**src/design/ap2cig_pkg.sv**
```systemverilog
package ap2cig_pkg;

	localparam int unsigned OP_LENGTH_W = 28;

	localparam logic [1:0] MOVE_MATCH  = 2'd0;
	localparam logic [1:0] MOVE_BRANCH = 2'd1;
	localparam logic [1:0] MOVE_STICK  = 2'd2;
	localparam logic [1:0] MOVE_DEL    = 2'd3;

	localparam logic [2:0] KIND_EQ   = 3'd0;
	localparam logic [2:0] KIND_X    = 3'd1;
	localparam logic [2:0] KIND_INS  = 3'd2;
	localparam logic [2:0] KIND_SOFT = 3'd3;
	localparam logic [2:0] KIND_DEL  = 3'd4;
	localparam logic [2:0] KIND_NONE = 3'd5;

	typedef struct packed {
		logic [1:0] move;
		logic [7:0] template_base;
		logic [7:0] read_base;
		logic       path_end;
	} move_item_t;

	typedef struct packed {
		logic                   op_last;
		logic [OP_LENGTH_W-1:0] op_length;
		logic [2:0]             op_kind;
	} cigar_op_t;

endpackage

```
**src/design/alignment_path_to_cigar_unit.sv**
```systemverilog
// Alignment path to CIGAR encoder. Each slave transfer carries one alignment move and the
// two bases at the current positions; tlast marks the final move of a path. Master transfers
// carry CIGAR operations, tlast set on the last one of the path. One move is accepted per
// cycle: a move is held in an input register, classified and merged into the open run, and
// its zero, one or two operations enter an eight-entry output queue at the next clock edge.
// tready drops unless the queue has room for two operations of the move in the input
// register and two of a new one, so moves that emit two operations each are paced by the
// single master port.
module alignment_path_to_cigar_unit #(
	parameter int unsigned RUN_LENGTH_BITS = 28
) (
	input  logic        clk,
	input  logic        arst_n,
	input  logic        s_tvalid,
	output logic        s_tready,
	input  logic [23:0] s_tdata,  // move[1:0], template_base[9:2], read_base[17:10], zero
	input  logic        s_tlast,
	output logic        m_tvalid,
	input  logic        m_tready,
	output logic [31:0] m_tdata,  // op_kind[2:0], op_length[30:3], zero
	output logic        m_tlast
);
	import ap2cig_pkg::*;

	localparam int unsigned DEPTH = 8;
	localparam int unsigned PTR_W = $clog2(DEPTH);
	localparam logic [RUN_LENGTH_BITS-1:0] RUN_MAX = '1;

	logic                       valid_s1;
	move_item_t                 item_s1;
	logic                       started_q;
	logic [2:0]                 run_kind_q;
	logic [RUN_LENGTH_BITS-1:0] run_len_q;

	cigar_op_t                  fifo_q [DEPTH];
	logic [PTR_W-1:0]           wr_ptr_q;
	logic [PTR_W-1:0]           rd_ptr_q;
	logic [PTR_W:0]             count_q;

	logic                       s_xfer;
	logic                       m_xfer;
	logic                       counts;
	logic [2:0]                 kind;
	logic                       emit_run;
	logic [2:0]                 new_kind;
	logic [RUN_LENGTH_BITS-1:0] new_len;
	logic [RUN_LENGTH_BITS-1:0] base_len;
	cigar_op_t                  res0;
	cigar_op_t                  res1;
	logic [1:0]                 n_res;
	logic [PTR_W+1:0]           need;

	function automatic logic [OP_LENGTH_W-1:0] to_op_len(input logic [RUN_LENGTH_BITS-1:0] v);
		logic [31:0] ext;
		ext = 32'(v);
		return ext[OP_LENGTH_W-1:0];
	endfunction

	assign s_xfer = s_tvalid && s_tready;
	assign m_xfer = m_tvalid && m_tready;
	assign need = (PTR_W+2)'(count_q) + (valid_s1 ? (PTR_W+2)'(2) : '0);
	assign s_tready = need <= (PTR_W+2)'(DEPTH - 2);

	always_comb begin
		counts = 1'b1;
		kind = KIND_NONE;
		case (item_s1.move) inside
			MOVE_MATCH: kind = (item_s1.template_base == item_s1.read_base) ? KIND_EQ : KIND_X;
			MOVE_BRANCH, MOVE_STICK: kind = started_q ? KIND_INS : KIND_SOFT;
			default: begin
				kind = KIND_DEL;
				counts = started_q;
			end
		endcase
		emit_run = counts && (kind != run_kind_q) && (run_kind_q != KIND_NONE);
		new_kind = run_kind_q;
		new_len = run_len_q;
		if (counts) begin
			base_len = (kind != run_kind_q) ? '0 : run_len_q;
			new_kind = kind;
			new_len = (base_len != RUN_MAX) ? base_len + 1'b1 : base_len;
		end else begin
			base_len = run_len_q;
		end
		res1.op_kind = new_kind;
		res1.op_length = to_op_len(new_len);
		res1.op_last = 1'b1;
		if (emit_run) begin
			res0.op_kind = run_kind_q;
			res0.op_length = to_op_len(run_len_q);
			res0.op_last = 1'b0;
		end else begin
			res0 = res1;
		end
		n_res = 2'(emit_run) + 2'(item_s1.path_end);
		if (!valid_s1) begin
			n_res = 2'd0;
		end
	end

	always_ff @(posedge clk or negedge arst_n) begin
		if (!arst_n) begin
			valid_s1 <= 1'b0;
		end else begin
			valid_s1 <= s_xfer;
		end
	end

	always_ff @(posedge clk) begin
		if (s_xfer) begin
			item_s1.move <= s_tdata[1:0];
			item_s1.template_base <= s_tdata[9:2];
			item_s1.read_base <= s_tdata[17:10];
			item_s1.path_end <= s_tlast;
		end
	end

	always_ff @(posedge clk or negedge arst_n) begin
		if (!arst_n) begin
			started_q <= 1'b0;
			run_kind_q <= KIND_NONE;
			run_len_q <= '0;
		end else if (valid_s1) begin
			if (item_s1.path_end) begin
				started_q <= 1'b0;
				run_kind_q <= KIND_NONE;
				run_len_q <= '0;
			end else begin
				started_q <= started_q || (item_s1.move == MOVE_MATCH);
				run_kind_q <= new_kind;
				run_len_q <= new_len;
			end
		end
	end

	always_ff @(posedge clk) begin
		if (n_res != 2'd0) begin
			fifo_q[wr_ptr_q] <= res0;
		end
		if (n_res == 2'd2) begin
			fifo_q[wr_ptr_q + 1'b1] <= res1;
		end
	end

	always_ff @(posedge clk or negedge arst_n) begin
		if (!arst_n) begin
			wr_ptr_q <= '0;
			rd_ptr_q <= '0;
			count_q <= '0;
		end else begin
			wr_ptr_q <= wr_ptr_q + PTR_W'(n_res);
			if (m_xfer) begin
				rd_ptr_q <= rd_ptr_q + 1'b1;
			end
			count_q <= count_q + (PTR_W+1)'(n_res) - (PTR_W+1)'(m_xfer);
		end
	end

	assign m_tvalid = count_q != '0;
	assign m_tdata = {1'b0, fifo_q[rd_ptr_q].op_length, fifo_q[rd_ptr_q].op_kind};
	assign m_tlast = fifo_q[rd_ptr_q].op_last;

endmodule

```
**config.mk**
```make
export PLATFORM = sky130hd
export DESIGN_NAME = alignment_path_to_cigar_unit
export DESIGN_NICKNAME = d
export VERILOG_FILES = /design/src/design/ap2cig_pkg.sv /design/src/design/alignment_path_to_cigar_unit.sv
export SDC_FILE = /design/constraint.sdc
export NUM_CORES = 1
export LEC_CHECK = 0
export ABC_AREA = 1
export BUFFER_PORTS_ARGS = -buffer_cell sky130_fd_sc_hd__buf_2
export CORE_ASPECT_RATIO = 0.9
export CORE_MARGIN = 3
export CORE_UTILIZATION = 63
export CTS_CLUSTER_DIAMETER = 200
export DETAILED_ROUTE_END_ITERATION = 8
export PLACE_DENSITY = 0.81
export SLEW_MARGIN = 0
export SYNTH_ARGS = -nofsm -noshare
export SYNTH_HDL_FRONTEND = slang
export SYNTH_SLANG_ARGS = --single-unit
```
**constraint.sdc**
```tcl
create_clock -name clk -period 5.5 [get_ports clk]
set_clock_uncertainty 0.1 [all_clocks]
set_input_delay 1.65 -clock clk [delete_from_list [all_inputs] [get_ports clk]]
set_output_delay 1.65 -clock clk [all_outputs]
set_load 0.05 [all_outputs]
```
# Word level (Yosys, flattened, before mapping)
# Memory sizes are Yosys's and may differ from the RTL's.
# Cells that the tools add are included.
[word_totals]
input_bits = 29
memories = 1
ram_bits = 256
output_inout_bits = 35
elab_cells = 57
reg_bits = 62
[mem_list]
columns = ["name", "depth", "width", "rd", "rd_clocked_by_memory_dff", "write_ports", "line_no", "rtl"]
rows = [
  ["fifo_q", 8, 32, 1, 0, 2, "alignment_path_to_cigar_unit.sv:35", "cigar_op_t fifo_q [DEPTH];"],
]
[classes]
mux = 20
n_reduce_logical = 9
magnitude_cmp = 1
addsub = 8
n_eq_ne = 7
[op_table]
columns = ["cell", "count"]
rows = [
  ["two-way mux 28 bit", 4],
  ["two-way mux 32 bit", 1],
  ["adder 28 x 1 -> 28 bit (second input constant)", 1],
  ["!= test 28 bit (second input constant)", 1],
  ["two-way mux 3 bit", 4],
  ["two-way mux 1 bit", 9],
  ["equality test 8 bit", 1],
  ["adder 3 x 1 -> 3 bit (second input constant)", 2],
  ["adder 4 x 2 -> 5 bit", 1],
  ["<= comparator 5 x 3 -> 1 bit (second input constant)", 1],
  ["adder 4 x 2 -> 4 bit", 1],
  ["equality test 2 bit (second input constant)", 2],
  ["logical AND 1 bit", 4],
  ["two-way mux 2 bit", 2],
  ["nonzero test 4 bit", 1],
  ["subtractor 4 x 1 -> 4 bit", 1],
  ["adder 3 x 2 -> 3 bit", 1],
  ["!= test 3 bit", 1],
  ["!= test 3 bit (second input constant)", 1],
  ["adder 1 x 1 -> 2 bit", 1],
  ["equality test 2 x 1 -> 1 bit (second input constant)", 1],
  ["zero test 2 bit", 1],
  ["nonzero test 2 bit", 1],
  ["OR reduction 2 bit", 1],
  ["logical OR 1 bit", 1],
]

# Longest topological paths before layout
[logic_depth]
ltp_word = 12
mapped_depth = 26
mapped_depth_nobuf = 26

# Worst setup path before layout
# Ideal clock, no wire load.
[synth_path]
kind = "flip-flop to flip-flop"
from = "reg item_s1[17] (netlist bit)"
to = "mem fifo_q[7][0] (netlist bit), enable pin"
t_arrival_ps = 3627
path_slack_ps = 1383
t_required_ps = 5011
path_buffers = 2
period_less_slack_ps = 4117
setup_ps = 389
stages_incl_launch_ff = 20
cell_sequence = "edfxtp_1 inv_1 ha_1 xnor2_1 inv_1 nor2_1 buf_4 nand2_4 nand2_2 a31oi_4 buf_2 ha_1 nand2_1 inv_1 nor2_1 nor2_1 inv_1 nor2_1 inv_1 nand2_1"
[synth_rtl]
columns = ["item", "line_no", "rtl"]
rows = [
  ["from (decl)", "alignment_path_to_cigar_unit.sv:30", "move_item_t item_s1;"],
  ["to (decl)", "alignment_path_to_cigar_unit.sv:35", ""],
]

# Final worst setup path
[layout_path]
from = "reg rd_ptr_q[1]"
to = "out m_tdata[24]"
[layout_via]
elab_chain_cells = 1
[layout_rtl]
columns = ["item", "line_no", "rtl"]
rows = [
  ["from (decl)", "alignment_path_to_cigar_unit.sv:37", "logic [PTR_W-1:0] rd_ptr_q;"],
  ["from (signal assigned)", "alignment_path_to_cigar_unit.sv:153", "rd_ptr_q <= rd_ptr_q + 1'b1;"],
  ["memory (8 x 32 bit)", "-", ""],
  ["to (decl)", "alignment_path_to_cigar_unit.sv:20", "output logic [31:0] m_tdata,"],
]
# No other way between the ends.

==> impl_metrics.tcl <==
set metrics [dict create \
    grt_pass1_wl_um 86100 \
    ioPinCount 64 \
    cts_hold_buf 0 \
    rows 58 \
    worst_ir_drop_vdd_uv 524 \
    synth_cell_types 55 \
    setup_violations 0 \
    drc 0 \
    synth_area_leaders "edfxtp_1 44%, nand2_1 15%, nor2_1 6.7%" \
    drive_gt1_share_pct 12.0 \
    yosys.area.top_type "edfxtp_1" \
    dieArea_mm2 0.0309 \
    syn_area_mm2 0.0182 \
    antenna_found_initial 0 \
    cts_tree "done" \
    arrival_ns 3.13 \
    die_w_um 185 \
    yosys.cell_count.top_type "nand2_1" \
    final_max_slew_viol_count 0 \
    avgSynthCellArea_um2 8.10 \
    slew_headroom_pct 31.6 \
    worstPathMaxFanout 41 \
    synthCells 2241 \
    drt-total-wl_um 55700 \
    yosys_most_used_dff "edfxtp_1" \
    h-tree-depth 2 \
    area_delta_synth_final_pct 9.88 \
    holdCritPathClass "reg -> reg" \
    timing_hold_violations_final 0 \
    finalSetupTns_ns 0 \
    rr_worst_depth 20 \
    dpl.hpwl_um 34000 \
    gr-usage-met1_pct 47.7 \
    coreArea_mm2 0.0282 \
    post_drt_wl_per_cell_um 20.9 \
    rsz0062_at_grt "false" \
    yosys-top-cells-count "746 x nand2_1, 325 x nor2_1, 267 x edfxtp_1" \
    async_flop_share_pct 13.5 \
    synth_top_area_share_pct 44.2 \
    cts_buffers 36 \
    grt_util_met2_pct 55.3 \
    ys_seq_area_share_pct 51.0 \
    overflow 0 \
    powerDensity_mw_per_mm2 495 \
    worstHoldPathCells 2 \
    met3_usage_pct 9.41 \
    fin_crit_ns 4.88 \
    firstDrtPassIters 6 \
    r2r_end "fifo_q[0][29]" \
    rr_startpoint "item_s1[17]" \
    antenna_left 0 \
    start_kind "flop" \
    cts_sinks 318 \
    setup_ws_ns 0.619 \
    ys_seq_elements 318 \
    finalCritPeriodShare_pct 88.7 \
    drt_iter0_drc 2258 \
    fin_nets 2322 \
    ys_warn_count 0 \
    post_cts_buffers 0 \
    leakagePower_uw 0.00854 \
    worst_pin_slew_ns 1.03 \
    min_from "fifo_q[3][31]" \
    nFillCells 2150 \
    worstHoldEndpoint "fifo_q[3][31]" \
    regToRegSetupSlack_ns 1.07 \
    die_h_um 167 \
    post-place-ws_ns 1.20 \
    vias 16638 \
    cap_violations 0 \
    synth_edf_count 267 \
    busiest_layer "met2" \
    clockRootBuffer "clkbuf_16" \
    clk_pin_slew_ns 0.06 \
    io_buffers 56 \
    clock_latency_ns 0.53 \
    grt_util_all_layers_pct 35.8 \
    required_ns 3.75 \
    crit_type "reg -> out" \
    grt_pass1_vias 16014 \
    grt_max_degree 130 \
    start_util_pct 64.5 \
    cp-end-kind "primary output" \
    cts_buffer_depth 3 \
    post_cts_resized 0 \
    gp_congestion 0.977 \
    status "finished, final reports clean" \
    diodes 0 \
    syn_nets 2288 \
    via_per_inst 6.25 \
    fmax_mhz 205 \
]
==> sequential cells by signal, summed over array words and instances, names as in the netlist <==
register / cells
item_s1: 19
run_len_q: 28
rd_ptr_q: 3
fifo_q: 256
started_q: 1
wr_ptr_q: 3
run_kind_q: 3
count_q: 4
valid_s1: 1
==> per-stage QoR <==
step,hold slack (ns),cells,area (um^2),power (uW),util (%)
after floorplan,0.346,2241,18200,6290,-
after global placement,0.355,2597,18900,7410,67.0
after detailed placement,0.367,2597,18900,7530,67.0
after CTS,0.382,2661,20000,9780,70.9
after global routing,0.418,2661,20000,10300,70.9
final,0.385,2661,20000,9880,70.9
==> critical path, cell delays in order (launching register included) <==
cell	delay, ns
dfrtp_2	0.74
buf_4	0.57
o21ai_0	0.18
o22ai_1	0.25
nor2_1	0.07
a31oi_1	0.39
buf_2	0.35
==> area by class of cell <==
class	count	area, um^2	area share [%]
clock inverter	17	140	0.702
timing repair buffer	101	631	3.16
inverter	146	549	2.75
multi-input combinational	1672	7970	39.9
sequential	318	9260	46.4
clock buffer	47	952	4.77
tap	360	450	2.26
==> placed cells by master (no fill, tap or decap), types with 6 or more instances in the layout <==
| cell | instances |
|---|---|
| nand2_1 | 746 |
| nor2_1 | 308 |
| edfxtp_1 | 267 |
| o21ai_0 | 149 |
| inv_1 | 131 |
| nand3_1 | 131 |
| o22ai_1 | 74 |
| buf_2 | 56 |
| buf_4 | 44 |
| dfrtp_1 | 39 |
| clkbuf_16 | 36 |
| nand4_1 | 32 |
| a31oi_1 | 32 |
| o21ai_1 | 29 |
| nand2_2 | 24 |
| nand3_2 | 23 |
| nor2_2 | 18 |
| ha_1 | 16 |
| nor2_4 | 14 |
| inv_2 | 12 |
| clkbuf_1 | 10 |
| xnor2_1 | 9 |
| clkinv_1 | 9 |
| nand2_4 | 8 |
| dfxtp_1 | 8 |
| nor3_1 | 7 |
| xor2_1 | 6 |
==> cells by family (layout without fill, tap and decap cells) <==
| family | count (synthesis) | after routing | synth area share, % |
|---|---|---|---|
| xor gates and xnor gates | 15 | 15 | 0.724 |
| buffers and inverters | 251 | 311 | 5.57 |
| muxes | 1 | 1 | 0.0551 |
| AOI/OAI and AO/OA | 304 | 304 | 9.58 |
| and+or+nand+nor | 1333 | 1333 | 31.8 |
| DFF | 318 | 318 | 51.0 |
| adders and majority gates | 18 | 18 | 1.32 |
| other | 1 | 1 | 0.0207 |
==> power by group <==
group          internal, uW  switching, uW  leakage [uW]
Combinational          1040           3460       0.00478
Sequential             2940            168       0.00323
Clock                  1280            991      0.000526
Total                  5270           4620       0.00854
==> how the worst max path moves through the flow <==
stage / start / to / slack (ns)
CTS: rd_ptr_q[1] / m_tdata[24] / 0.69
finish: rd_ptr_q[1] / m_tdata[24] / 0.62
floorplan: item_s1[17] / fifo_q[7][0] / 1.38
global route: rd_ptr_q[1] / m_tdata[24] / 0.55
detailed placement: item_s1[17] / fifo_q[0][24] / 1.20
global placement: rd_ptr_q[1] / m_tdata[24] / 1.28
==> per-layer routing <==
metal	share of wire, %	vias up
met5	0	-
met4	4.5	0
met3	15	262
met2	44	1223
met1	36	7589
li1	-	7564
(Power assumes the default switching activity.)
